[src/design/svpm_pkg.sv]
// Shared types, constants and calibration table of the servo pulse mapper.
`default_nettype none
package svpm_pkg;

    localparam int JOINT_COUNT     = 12;
    localparam int ANGLE_FRAC_BITS = 12;

    localparam int OP_W     = 2;
    localparam int JOINT_W  = 4;
    localparam int ANGLE_W  = 15;
    localparam int AGE_W    = 16;
    localparam int PULSE_W  = 12;
    localparam int CHAN_W   = 4;
    localparam int DATA_W   = 32;
    localparam int ADDR_W   = 4;

    localparam logic [AGE_W-1:0] AGE_MAX = '1;

    localparam logic [AGE_W-1:0]   TIMEOUT_RST   = 16'd250;
    localparam logic [PULSE_W-1:0] PULSE_MIN_RST = 12'd370;
    localparam logic [PULSE_W-1:0] PULSE_MAX_RST = 12'd2400;

    typedef enum logic [OP_W-1:0] {
        OP_CMD  = 2'd0,
        OP_TICK = 2'd1,
        OP_CTRL = 2'd2
    } op_t;

    typedef enum logic [1:0] {
        REG_TIMEOUT   = 2'd0,
        REG_PULSE_MIN = 2'd1,
        REG_PULSE_MAX = 2'd2
    } reg_t;

    // degrees per radian in Q16
    localparam int                DPR_W      = 23;
    localparam logic signed [22:0] RAD_TO_DEG_Q16 = 23'sd3754936;
    localparam int CENTER_DEG = 90;
    localparam int RANGE_DEG  = 180;

    localparam int DEG_FRAC = ANGLE_FRAC_BITS + 16;
    localparam int DEG_W    = DEG_FRAC + 8;
    localparam int PROD_W   = ANGLE_W + DPR_W;
    localparam int SUM_W    = (DEG_W + 2 > PROD_W + 1) ? DEG_W + 2 : PROD_W + 1;
    localparam int SPAN_W   = PULSE_W + 1;
    localparam int X_W      = DEG_W + 1 + SPAN_W;

    // floor division by 180: bias to nonnegative, drop two bits, then divide by 45
    localparam int               QV_W         = 22;
    localparam logic [QV_W-1:0]  DIV_BIAS     = QV_W'(RANGE_DEG * (1 << PULSE_W));
    localparam int               DIV_PRESHIFT = 2;
    localparam int               U_W          = QV_W - DIV_PRESHIFT;
    localparam int               RECIP_W      = 20;
    localparam logic [RECIP_W-1:0] DIV_RECIP  = 20'd745655;
    localparam int               RECIP_SHIFT  = 25;
    localparam int               Y_W          = U_W + RECIP_W;

    localparam int QDEPTH = 2;
    localparam int QPTR_W = (QDEPTH > 1) ? $clog2(QDEPTH) : 1;
    localparam int QCNT_W = $clog2(QDEPTH + 1);

    typedef struct packed {
        logic release_all;
    } job_t;

    typedef struct packed {
        logic [PULSE_W-1:0] pulse_min;
        logic [PULSE_W-1:0] pulse_max;
    } pulse_cfg_t;

    typedef struct packed {
        logic [CHAN_W-1:0] chan;
        logic              dir_neg;
        logic signed [8:0] offset;
        logic [7:0]        lo;
        logic [7:0]        hi;
    } cal_row_t;

    function automatic cal_row_t cal_row(input logic [JOINT_W-1:0] idx);
        cal_row_t r;
        r.chan    = idx;
        r.dir_neg = 1'b0;
        r.offset  = 9'sd0;
        r.lo      = 8'd0;
        r.hi      = 8'd180;
        unique case (idx)
            4'd0, 4'd3:         begin r.lo = 8'd45; r.hi = 8'd135; end
            4'd6, 4'd9:         begin r.lo = 8'd45; r.hi = 8'd135; r.dir_neg = 1'b1; end
            4'd1, 4'd4, 4'd7, 4'd10: begin r.lo = 8'd50; r.hi = 8'd115; end
            4'd2, 4'd5, 4'd8, 4'd11: begin r.lo = 8'd5;  r.hi = 8'd180; end
            default:            begin r.lo = 8'd0;  r.hi = 8'd180; end
        endcase
        return r;
    endfunction

endpackage
`default_nettype wire

[src/design/svpm_front.sv]
// Front end: accepts items, keeps joint angles, command age and watchdog trip.
`default_nettype none
module svpm_front (
    input  wire logic                                clk,
    input  wire logic                                rst_n,
    input  wire logic                                cmd_valid,
    output logic                                     cmd_ready,
    input  wire logic [svpm_pkg::OP_W-1:0]           op,
    input  wire logic [svpm_pkg::JOINT_W-1:0]        joint,
    input  wire logic signed [svpm_pkg::ANGLE_W-1:0] angle,
    input  wire logic                                msg_end,
    input  wire logic [svpm_pkg::AGE_W-1:0]          timeout_ms,
    input  wire logic                                busy,
    input  wire logic                                q_full,
    output logic                                     push,
    output svpm_pkg::job_t                           push_job,
    input  wire logic [svpm_pkg::JOINT_W-1:0]        rd_idx,
    output logic signed [svpm_pkg::ANGLE_W-1:0]      rd_angle
);

    logic signed [svpm_pkg::ANGLE_W-1:0] angles_reg [svpm_pkg::JOINT_COUNT];
    logic [svpm_pkg::AGE_W-1:0]          age_reg;
    logic [svpm_pkg::AGE_W-1:0]          age_next;
    logic                                tripped_reg;
    logic                                tripped_next;
    logic                                accept;
    logic                                is_cmd;

    assign is_cmd    = (op == svpm_pkg::OP_CMD);
    assign cmd_ready = !q_full && !(is_cmd && busy);
    assign accept    = cmd_valid && cmd_ready;

    always_comb
    begin
        age_next         = age_reg;
        tripped_next     = tripped_reg;
        push             = 1'b0;
        push_job.release_all = 1'b0;
        if (accept)
        begin
            case (svpm_pkg::op_t'(op))
                svpm_pkg::OP_CMD:
                begin
                    if (msg_end)
                    begin
                        age_next     = '0;
                        tripped_next = 1'b0;
                    end
                end
                svpm_pkg::OP_TICK:
                begin
                    if (age_reg != svpm_pkg::AGE_MAX)
                    begin
                        age_next = age_reg + 1'b1;
                    end
                end
                svpm_pkg::OP_CTRL:
                begin
                    if (age_reg > timeout_ms)
                    begin
                        if (!tripped_reg)
                        begin
                            tripped_next         = 1'b1;
                            push                 = 1'b1;
                            push_job.release_all = 1'b1;
                        end
                    end
                    else
                    begin
                        push = 1'b1;
                    end
                end
                default:
                begin
                    age_next = age_reg;
                end
            endcase
        end
    end

    always_ff @(posedge clk or negedge rst_n)
    begin
        if (!rst_n)
        begin
            age_reg     <= svpm_pkg::AGE_MAX;
            tripped_reg <= 1'b1;
            for (int i = 0; i < svpm_pkg::JOINT_COUNT; i++)
            begin
                angles_reg[i] <= '0;
            end
        end
        else
        begin
            age_reg     <= age_next;
            tripped_reg <= tripped_next;
            for (int i = 0; i < svpm_pkg::JOINT_COUNT; i++)
            begin
                if (accept && is_cmd && joint == svpm_pkg::JOINT_W'(i))
                begin
                    angles_reg[i] <= angle;
                end
            end
        end
    end

    always_comb
    begin
        rd_angle = '0;
        for (int i = 0; i < svpm_pkg::JOINT_COUNT; i++)
        begin
            if (rd_idx == svpm_pkg::JOINT_W'(i))
            begin
                rd_angle = angles_reg[i];
            end
        end
    end

endmodule
`default_nettype wire

[src/design/svpm_queue.sv]
// Short job queue between the front end and the pulse pipeline.
`default_nettype none
module svpm_queue (
    input  wire logic           clk,
    input  wire logic           rst_n,
    input  wire logic           push,
    input  svpm_pkg::job_t      push_job,
    input  wire logic           pop,
    output logic                full,
    output logic                not_empty,
    output svpm_pkg::job_t      head
);

    svpm_pkg::job_t                entries_reg [svpm_pkg::QDEPTH];
    logic [svpm_pkg::QPTR_W-1:0]   wr_ptr_reg;
    logic [svpm_pkg::QPTR_W-1:0]   wr_ptr_next;
    logic [svpm_pkg::QPTR_W-1:0]   rd_ptr_reg;
    logic [svpm_pkg::QPTR_W-1:0]   rd_ptr_next;
    logic [svpm_pkg::QCNT_W-1:0]   count_reg;
    logic [svpm_pkg::QCNT_W-1:0]   count_next;

    assign full      = (count_reg == svpm_pkg::QCNT_W'(svpm_pkg::QDEPTH));
    assign not_empty = (count_reg != '0);
    assign head      = entries_reg[rd_ptr_reg];

    always_comb
    begin
        wr_ptr_next = wr_ptr_reg;
        rd_ptr_next = rd_ptr_reg;
        count_next  = count_reg;
        if (push)
        begin
            wr_ptr_next = (wr_ptr_reg == svpm_pkg::QPTR_W'(svpm_pkg::QDEPTH - 1))
                        ? '0 : wr_ptr_reg + 1'b1;
        end
        if (pop)
        begin
            rd_ptr_next = (rd_ptr_reg == svpm_pkg::QPTR_W'(svpm_pkg::QDEPTH - 1))
                        ? '0 : rd_ptr_reg + 1'b1;
        end
        if (push && !pop)
        begin
            count_next = count_reg + 1'b1;
        end
        else if (pop && !push)
        begin
            count_next = count_reg - 1'b1;
        end
    end

    always_ff @(posedge clk or negedge rst_n)
    begin
        if (!rst_n)
        begin
            wr_ptr_reg <= '0;
            rd_ptr_reg <= '0;
            count_reg  <= '0;
        end
        else
        begin
            wr_ptr_reg <= wr_ptr_next;
            rd_ptr_reg <= rd_ptr_next;
            count_reg  <= count_next;
        end
    end

    always_ff @(posedge clk)
    begin
        if (push)
        begin
            entries_reg[wr_ptr_reg] <= push_job;
        end
    end

endmodule
`default_nettype wire

[src/design/svpm_back.sv]
// Back end: walks the joints of a job, or one release item, through the pulse pipeline into the result register.
`default_nettype none
module svpm_back (
    input  wire logic                                clk,
    input  wire logic                                rst_n,
    input  wire logic                                q_not_empty,
    input  svpm_pkg::job_t                           q_head,
    output logic                                     pop,
    output logic [svpm_pkg::JOINT_W-1:0]             rd_idx,
    input  wire logic signed [svpm_pkg::ANGLE_W-1:0] rd_angle,
    input  svpm_pkg::pulse_cfg_t                     cfg,
    output logic                                     busy,
    output logic                                     res_valid,
    input  wire logic                                res_ready,
    output logic                                     kind,
    output logic [svpm_pkg::CHAN_W-1:0]              channel,
    output logic [svpm_pkg::PULSE_W-1:0]             pulse_us,
    output logic                                     burst_end
);

    typedef struct packed {
        logic                        rel;
        logic                        last;
        logic [svpm_pkg::CHAN_W-1:0] chan;
    } tag_t;

    logic                          adv;
    logic                          active_reg;
    logic                          active_next;
    logic [svpm_pkg::JOINT_W-1:0]  idx_reg;
    logic [svpm_pkg::JOINT_W-1:0]  idx_next;
    logic                          issue_valid;
    tag_t                          issue_tag;
    svpm_pkg::cal_row_t            row;

    logic                          s1_valid_reg, s2_valid_reg, s3_valid_reg, s4_valid_reg;
    tag_t                          s1_tag_reg, s2_tag_reg, s3_tag_reg, s4_tag_reg;
    svpm_pkg::cal_row_t            s1_row_reg;
    logic signed [svpm_pkg::PROD_W-1:0] s1_prod_reg;
    logic signed [svpm_pkg::PROD_W-1:0] s1_prod_next;
    logic [svpm_pkg::DEG_W-1:0]    s2_deg_reg;
    logic [svpm_pkg::DEG_W-1:0]    s2_deg_next;
    logic signed [svpm_pkg::X_W-1:0] s3_x_reg;
    logic signed [svpm_pkg::X_W-1:0] s3_x_next;
    logic [svpm_pkg::Y_W-1:0]      s4_y_reg;
    logic [svpm_pkg::Y_W-1:0]      s4_y_next;

    logic signed [9:0]                  base_deg;
    logic signed [svpm_pkg::SUM_W-1:0]  sum;
    logic signed [svpm_pkg::SUM_W-1:0]  lo_s;
    logic signed [svpm_pkg::SUM_W-1:0]  hi_s;
    logic signed [svpm_pkg::SUM_W-1:0]  clamped;
    logic signed [svpm_pkg::SPAN_W-1:0] span;
    logic signed [svpm_pkg::X_W-1:0]    shifted;
    logic [svpm_pkg::QV_W-1:0]          biased;
    logic [svpm_pkg::U_W-1:0]           u;

    logic                          out_valid_reg;
    logic                          out_valid_next;
    logic                          out_kind_reg;
    logic [svpm_pkg::CHAN_W-1:0]   out_chan_reg;
    logic [svpm_pkg::PULSE_W-1:0]  out_pulse_reg;
    logic [svpm_pkg::PULSE_W-1:0]  out_pulse_next;
    logic                          out_last_reg;

    assign adv  = !out_valid_reg || res_ready;
    assign busy = active_reg || s1_valid_reg || s2_valid_reg || s3_valid_reg
                || s4_valid_reg || out_valid_reg;

    // job sequencer
    always_comb
    begin
        issue_valid    = 1'b0;
        issue_tag.rel  = 1'b0;
        issue_tag.last = 1'b0;
        rd_idx         = active_reg ? idx_reg : '0;
        row            = svpm_pkg::cal_row(rd_idx);
        issue_tag.chan = row.chan;
        active_next    = active_reg;
        idx_next       = idx_reg;
        pop            = 1'b0;
        if (adv)
        begin
            if (active_reg)
            begin
                issue_valid    = 1'b1;
                issue_tag.last = (idx_reg == svpm_pkg::JOINT_W'(svpm_pkg::JOINT_COUNT - 1));
                idx_next       = idx_reg + 1'b1;
                if (issue_tag.last)
                begin
                    active_next = 1'b0;
                end
            end
            else if (q_not_empty)
            begin
                pop         = 1'b1;
                issue_valid = 1'b1;
                if (q_head.release_all)
                begin
                    issue_tag.rel  = 1'b1;
                    issue_tag.last = 1'b1;
                end
                else
                begin
                    issue_tag.last = (svpm_pkg::JOINT_COUNT == 1);
                    active_next    = (svpm_pkg::JOINT_COUNT > 1);
                    idx_next       = svpm_pkg::JOINT_W'(1);
                end
            end
        end
    end

    assign s1_prod_next   = svpm_pkg::PROD_W'(rd_angle)
                          * svpm_pkg::PROD_W'(svpm_pkg::RAD_TO_DEG_Q16);

    // degrees, then clamp to the joint limits
    always_comb
    begin
        base_deg = 10'(svpm_pkg::CENTER_DEG) + 10'(s1_row_reg.offset);
        sum      = (svpm_pkg::SUM_W'(base_deg) <<< svpm_pkg::DEG_FRAC)
                 + (s1_row_reg.dir_neg ? -svpm_pkg::SUM_W'(s1_prod_reg)
                                       :  svpm_pkg::SUM_W'(s1_prod_reg));
        lo_s     = $signed(svpm_pkg::SUM_W'({s1_row_reg.lo, {svpm_pkg::DEG_FRAC{1'b0}}}));
        hi_s     = $signed(svpm_pkg::SUM_W'({s1_row_reg.hi, {svpm_pkg::DEG_FRAC{1'b0}}}));
        clamped  = sum;
        if (sum < lo_s)
        begin
            clamped = lo_s;
        end
        else if (sum > hi_s)
        begin
            clamped = hi_s;
        end
        s2_deg_next = svpm_pkg::DEG_W'(clamped);
    end

    assign span      = $signed({1'b0, cfg.pulse_max}) - $signed({1'b0, cfg.pulse_min});
    assign s3_x_next = svpm_pkg::X_W'($signed({1'b0, s2_deg_reg})) * svpm_pkg::X_W'(span);

    assign shifted   = s3_x_reg >>> svpm_pkg::DEG_FRAC;
    assign biased    = svpm_pkg::QV_W'(shifted) + svpm_pkg::DIV_BIAS;
    assign u         = biased[svpm_pkg::QV_W-1:svpm_pkg::DIV_PRESHIFT];
    assign s4_y_next = svpm_pkg::Y_W'(u) * svpm_pkg::Y_W'(svpm_pkg::DIV_RECIP);

    assign out_pulse_next = cfg.pulse_min + s4_y_reg[svpm_pkg::RECIP_SHIFT +: svpm_pkg::PULSE_W];
    assign out_valid_next = adv ? s4_valid_reg : out_valid_reg;

    always_ff @(posedge clk or negedge rst_n)
    begin
        if (!rst_n)
        begin
            active_reg    <= 1'b0;
            idx_reg       <= '0;
            s1_valid_reg  <= 1'b0;
            s2_valid_reg  <= 1'b0;
            s3_valid_reg  <= 1'b0;
            s4_valid_reg  <= 1'b0;
            out_valid_reg <= 1'b0;
        end
        else
        begin
            active_reg    <= active_next;
            idx_reg       <= idx_next;
            out_valid_reg <= out_valid_next;
            if (adv)
            begin
                s1_valid_reg <= issue_valid;
                s2_valid_reg <= s1_valid_reg;
                s3_valid_reg <= s2_valid_reg;
                s4_valid_reg <= s3_valid_reg;
            end
        end
    end

    always_ff @(posedge clk)
    begin
        if (adv)
        begin
            s1_tag_reg  <= issue_tag;
            s1_row_reg  <= row;
            s1_prod_reg <= s1_prod_next;
            s2_tag_reg  <= s1_tag_reg;
            s2_deg_reg  <= s2_deg_next;
            s3_tag_reg  <= s2_tag_reg;
            s3_x_reg    <= s3_x_next;
            s4_tag_reg  <= s3_tag_reg;
            s4_y_reg    <= s4_y_next;
            out_kind_reg  <= s4_tag_reg.rel;
            out_chan_reg  <= s4_tag_reg.rel ? '0 : s4_tag_reg.chan;
            out_pulse_reg <= s4_tag_reg.rel ? '0 : out_pulse_next;
            out_last_reg  <= s4_tag_reg.last;
        end
    end

    assign res_valid = out_valid_reg;
    assign kind      = out_kind_reg;
    assign channel   = out_chan_reg;
    assign pulse_us  = out_pulse_reg;
    assign burst_end = out_last_reg;

endmodule
`default_nettype wire

[src/design/servo_pulse_mapper_with_watchdog_top.sv]
// Top level: configuration registers and wiring of front end, job queue and pulse pipeline.
// A command item waits while a control job is queued or still in the pulse pipeline.
// A control update passes the job queue, stages s1 to s4 and the output register, then gives one
// result per cycle while res_ready does not stall the output: twelve pulses, set by the one-joint-per-cycle walk.
// A watchdog release gives one result through the same queue and stages.
// Reset: age saturated, watchdog tripped, angles zero, registers at their defaults.
`default_nettype none
module servo_pulse_mapper_with_watchdog_top (
    input  wire logic                                clk,
    input  wire logic                                rst_n,
    input  wire logic                                psel,
    input  wire logic                                penable,
    input  wire logic                                pwrite,
    input  wire logic [svpm_pkg::ADDR_W-1:0]         paddr,
    input  wire logic [svpm_pkg::DATA_W-1:0]         pwdata,
    output logic [svpm_pkg::DATA_W-1:0]              prdata,
    output logic                                     pready,
    input  wire logic                                cmd_valid,
    output logic                                     cmd_ready,
    input  wire logic [svpm_pkg::OP_W-1:0]           op,
    input  wire logic [svpm_pkg::JOINT_W-1:0]        joint,
    input  wire logic signed [svpm_pkg::ANGLE_W-1:0] angle,
    input  wire logic                                msg_end,
    output logic                                     res_valid,
    input  wire logic                                res_ready,
    output logic                                     kind,
    output logic [svpm_pkg::CHAN_W-1:0]              channel,
    output logic [svpm_pkg::PULSE_W-1:0]             pulse_us,
    output logic                                     burst_end
);

    logic [svpm_pkg::AGE_W-1:0]   timeout_reg;
    logic [svpm_pkg::PULSE_W-1:0] pulse_min_reg;
    logic [svpm_pkg::PULSE_W-1:0] pulse_max_reg;
    logic                         wr_en;
    logic [1:0]                   reg_idx;
    svpm_pkg::pulse_cfg_t         cfg;

    logic                                push;
    svpm_pkg::job_t                      push_job;
    logic                                pop;
    logic                                q_full;
    logic                                q_not_empty;
    svpm_pkg::job_t                      q_head;
    logic                                back_busy;
    logic                                busy;
    logic [svpm_pkg::JOINT_W-1:0]        rd_idx;
    logic signed [svpm_pkg::ANGLE_W-1:0] rd_angle;

    assign pready  = 1'b1;
    assign wr_en   = psel && penable && pwrite && pready;
    assign reg_idx = paddr[3:2];

    always_ff @(posedge clk or negedge rst_n)
    begin
        if (!rst_n)
        begin
            timeout_reg   <= svpm_pkg::TIMEOUT_RST;
            pulse_min_reg <= svpm_pkg::PULSE_MIN_RST;
            pulse_max_reg <= svpm_pkg::PULSE_MAX_RST;
        end
        else if (wr_en)
        begin
            unique case (reg_idx)
                svpm_pkg::REG_TIMEOUT:   timeout_reg   <= pwdata[svpm_pkg::AGE_W-1:0];
                svpm_pkg::REG_PULSE_MIN: pulse_min_reg <= pwdata[svpm_pkg::PULSE_W-1:0];
                svpm_pkg::REG_PULSE_MAX: pulse_max_reg <= pwdata[svpm_pkg::PULSE_W-1:0];
                default:                 timeout_reg   <= timeout_reg;
            endcase
        end
    end

    always_comb
    begin
        unique case (reg_idx)
            svpm_pkg::REG_TIMEOUT:   prdata = svpm_pkg::DATA_W'(timeout_reg);
            svpm_pkg::REG_PULSE_MIN: prdata = svpm_pkg::DATA_W'(pulse_min_reg);
            svpm_pkg::REG_PULSE_MAX: prdata = svpm_pkg::DATA_W'(pulse_max_reg);
            default:                 prdata = '0;
        endcase
    end

    assign cfg.pulse_min = pulse_min_reg;
    assign cfg.pulse_max = pulse_max_reg;
    assign busy          = q_not_empty || back_busy;

    svpm_front u_front (
        .clk        (clk),
        .rst_n      (rst_n),
        .cmd_valid  (cmd_valid),
        .cmd_ready  (cmd_ready),
        .op         (op),
        .joint      (joint),
        .angle      (angle),
        .msg_end    (msg_end),
        .timeout_ms (timeout_reg),
        .busy       (busy),
        .q_full     (q_full),
        .push       (push),
        .push_job   (push_job),
        .rd_idx     (rd_idx),
        .rd_angle   (rd_angle)
    );

    svpm_queue u_queue (
        .clk       (clk),
        .rst_n     (rst_n),
        .push      (push),
        .push_job  (push_job),
        .pop       (pop),
        .full      (q_full),
        .not_empty (q_not_empty),
        .head      (q_head)
    );

    svpm_back u_back (
        .clk         (clk),
        .rst_n       (rst_n),
        .q_not_empty (q_not_empty),
        .q_head      (q_head),
        .pop         (pop),
        .rd_idx      (rd_idx),
        .rd_angle    (rd_angle),
        .cfg         (cfg),
        .busy        (back_busy),
        .res_valid   (res_valid),
        .res_ready   (res_ready),
        .kind        (kind),
        .channel     (channel),
        .pulse_us    (pulse_us),
        .burst_end   (burst_end)
    );

endmodule
`default_nettype wire
[config.mk]
export PLATFORM = sky130hd
export DESIGN_NAME = servo_pulse_mapper_with_watchdog_top
export DESIGN_NICKNAME = d
export VERILOG_FILES = /design/src/design/svpm_pkg.sv /design/src/design/svpm_front.sv /design/src/design/svpm_queue.sv /design/src/design/svpm_back.sv /design/src/design/servo_pulse_mapper_with_watchdog_top.sv
export SDC_FILE = /design/constraint.sdc
export NUM_CORES = 2
export LEC_CHECK = 0
export BUFFER_PORTS_ARGS = -buffer_cell sky130_fd_sc_hd__buf_2
export CAP_MARGIN = 30
export CELL_PAD_IN_SITES_DETAIL_PLACEMENT = 1
export CELL_PAD_IN_SITES_GLOBAL_PLACEMENT = 1
export CORE_ASPECT_RATIO = 1.1
export CORE_MARGIN = 3
export CORE_UTILIZATION = 48
export CTS_BUF_LIST = sky130_fd_sc_hd__clkbuf_4
export DETAILED_ROUTE_END_ITERATION = 6
export PLACE_DENSITY_LB_ADDON = 0.1
export SYNTH_ARGS = -nofsm -noshare
export SYNTH_HDL_FRONTEND = slang
export SYNTH_SLANG_ARGS = --single-unit
export TNS_END_PERCENT = 20
[constraint.sdc]
create_clock -name clk -period 8.7 [get_ports clk]
set_clock_uncertainty 0.05 [all_clocks]
set_input_delay 1.305 -clock clk [delete_from_list [all_inputs] [get_ports clk]]
set_output_delay 1.305 -clock clk [all_outputs]
set_load 0.05 [all_outputs]
==> results.toml <==
[routing]
drt_iter0_drc = 1266
wl_met2_um = 62700
avgViaCountPerCell = 5.32
dr.pass1.iters = 6
top_layer_used = "met5"
met1_length_um = 47600
drc_errors = 0
wl_um = 118000
dr_wl_met3_um = 3030
num_vias = 31773
drtAntennaViolNets = 0
routedWlPerCell_um = 19.7

[synth]
synth_cells = 4368
synthesis.area_um2 = 45000
synthFlopType = "dfrtp_1"
synth_top_area_frac = 0.261
yosysUniqueCellTypes = 84
ys_seq_area_frac = 0.241
muxShareOfSynthArea = 0.0652
synth_area_leaders = "fa_1 (26%), ha_1 (14%), dfrtp_1 (12%), edfxtp_1 (10%), inv_1 (6.6%)"
synth_xor_area_frac = 0.0284
synth_adder_area_share = 0.399
avgSynthCellArea_um2 = 10.3
synth_edf_count = 151
synth_top_family_by_area = "adder cells"
async_flop_share = 0.624
yosysWarnings = 0
synth-seq-cells = 402
synthSimpleGateAreaFrac = 0.112
yosysTopAreaCell = "fa_1"
synth_compound_area_frac = 0.0694

[run]
maxCapViolations = 0

[layout]
mostFrequentLayoutCell = "inv_1"
largest_reg_flops = 180
final_area_um2 = 50600
area.growth.synth_to_final_pct = 12.3
stdcell_count = 5973
fin_nets = 5786
layout_common_cells = "inv_1 (794), fa_1 (576), ha_1 (473)"
post_route_cells_drive_above_1_share = 0.192

[sta]
period_share = 0.959
finalHoldViolations = 0
relSlewSlack = 0.324
period_needed_ns = 8.34
setup_viol = 0
drv_slew = 0
timing.hold.ws_ns = 0.352
fmax_mhz = 120
tightest_slew_ns = 1.01
grt_setup_unrepaired = "true"

[clocking]
cts_root_buf = "clkbuf_4"
cts_tree = "built"
numCtsBuffers = 102
postCtsHoldBufs = 0
htreeDepth = 3
clockBufferDepth = 3
insertion_delay_ns = 0.94
clkTransAtPathRegs_ns = 0.07
cts.sinks = 402

[placement]
placed_area_um2 = 48500
port_buffers = 82
gp_congestion = 0.860
place_inst = 5770
hpwlAfterDp_um = 94000

[floorplan]
core_um2 = 92800
die_area_um2 = 97500
num_rows = 117
num_io_pins = 118
start_util = 0.485
dieHeight_um = 327
die_x_um = 298

[hold_path]
hold_class = "flop to flop"

[setup_path]
arrival_ns = 8.91
cp.required_ns = 9.27
slowest_delay_ns = 0.61
start_kind = "flop"
path_class = "flop to flop"
crit_path_top_delay_cell = "fa_1"
critPathMaxFanout = 15
path_common_cell = "fa_1"
endpoint_kind = "flop"

[grt]
grt-ovfl-total = 0
grt_start_max_net_pins = 130
grt_pass1_vias = 35909
grt_pass1_wl_um = 191000
antenna_found_initial = 3
grt_use_total = 0.246

[outcome]
status = "complete, no violations"
cells by family (layout without fill, tap and decap cells):
kind of cell | Yosys count | count (layout)
xor gates and xnor gates | 145 | 145
adders and majority gates | 1084 | 1084
buffers and inverters | 991 | 1329
DFF | 402 | 402
muxes | 263 | 263
and+or+nand+nor | 1031 | 1031
AOI/OAI and AO/OA | 450 | 450
other | 2 | 20
path summary, 6_finish.rpt:
path / startpoint / end / slack, ns / depth (start not counted)
setup / recovery: pulse_max_reg[0] / u_back.s3_x_reg[49] / 0.36 / 36
hold / removal: u_back.s1_tag_reg[3] / u_back.s2_tag_reg[3] / 0.35 / 0
max in group asynchronous: rst_n / u_queue.wr_ptr_reg / 6.65 / 2
setup reg to reg: pulse_max_reg[0] / u_back.s3_x_reg[49] / 0.36 / 36
min in group asynchronous: rst_n / u_front.angles_reg[160] / 0.42 / 1
hold reg to reg: u_back.s1_tag_reg[3] / u_back.s2_tag_reg[3] / 0.35 / 0
area by class of cell:
cell class / count / area [µm²]
Clock inverter: 34 / 206
Fill cell: 10327 / 42300
Tap cell: 1249 / 1560
Timing Repair Buffer: 343 / 2650
Clock buffer: 154 / 1160
Inverter: 798 / 3000
Antenna cell: 3 / 7.51
Multi-Input combinational cell: 2990 / 31100
Sequential cell: 402 / 10900
metal layers:
metal  up-vias  GRT usage
met2       429      0.462
met5         -          0
met4         2     0.0794
met1     16378      0.293
met3       202     0.0258
li1      14762          -
cells in the mapped netlist (all sizes together), types with 40 or more instances:
| library cell | number |
|---|---|
| a21o | 40 |
| a21oi | 82 |
| and2 | 109 |
| clkbuf | 166 |
| dfrtp | 219 |
| edfxtp | 151 |
| fa | 588 |
| ha | 496 |
| inv | 797 |
| mux2 | 242 |
| nand2 | 401 |
| nand2b | 83 |
| nand3 | 44 |
| nor2 | 141 |
| nor2b | 62 |
| nor3 | 60 |
| o21ai | 96 |
| xnor2 | 71 |
| xor2 | 74 |
timing repair:
| item | 4_1_cts | 5_1_grt |
|---|---|---|
| pin swaps | 7 | 80 |
| endpoints found under the setup margin | 12 | 22 |
| setup buffers | 3 | 8 |
| resized for setup | 16 | 83 |
| gates cloned | 0 | 1 |
metrics by stage:
stage           util  worst slack [ns]  setup TNS [ns]
6_report       0.545             0.360               0
5_1_grt        0.545            -0.149          -0.691
4_1_cts        0.538           0.00376               0
3_5_place_dp   0.523            -0.280           -1.09
3_3_place_gp   0.522            -0.207          -0.561
2_1_floorplan      -             0.161               0
critical path, delay by kind of cell, from the launching register on:
family                     cells  cell delay [ns]
adders and majority gates      9             3.64
xor gates and xnor gates       1             0.13
and+or+nand+nor                6             0.90
AOI/OAI and AO/OA             13             2.13
buffers and inverters          7             0.81
DFF                            1             0.39
Power is left out: the tool's default activity adds up to more than one toggle a clock period on the data nets, which glitch-free logic cannot reach.
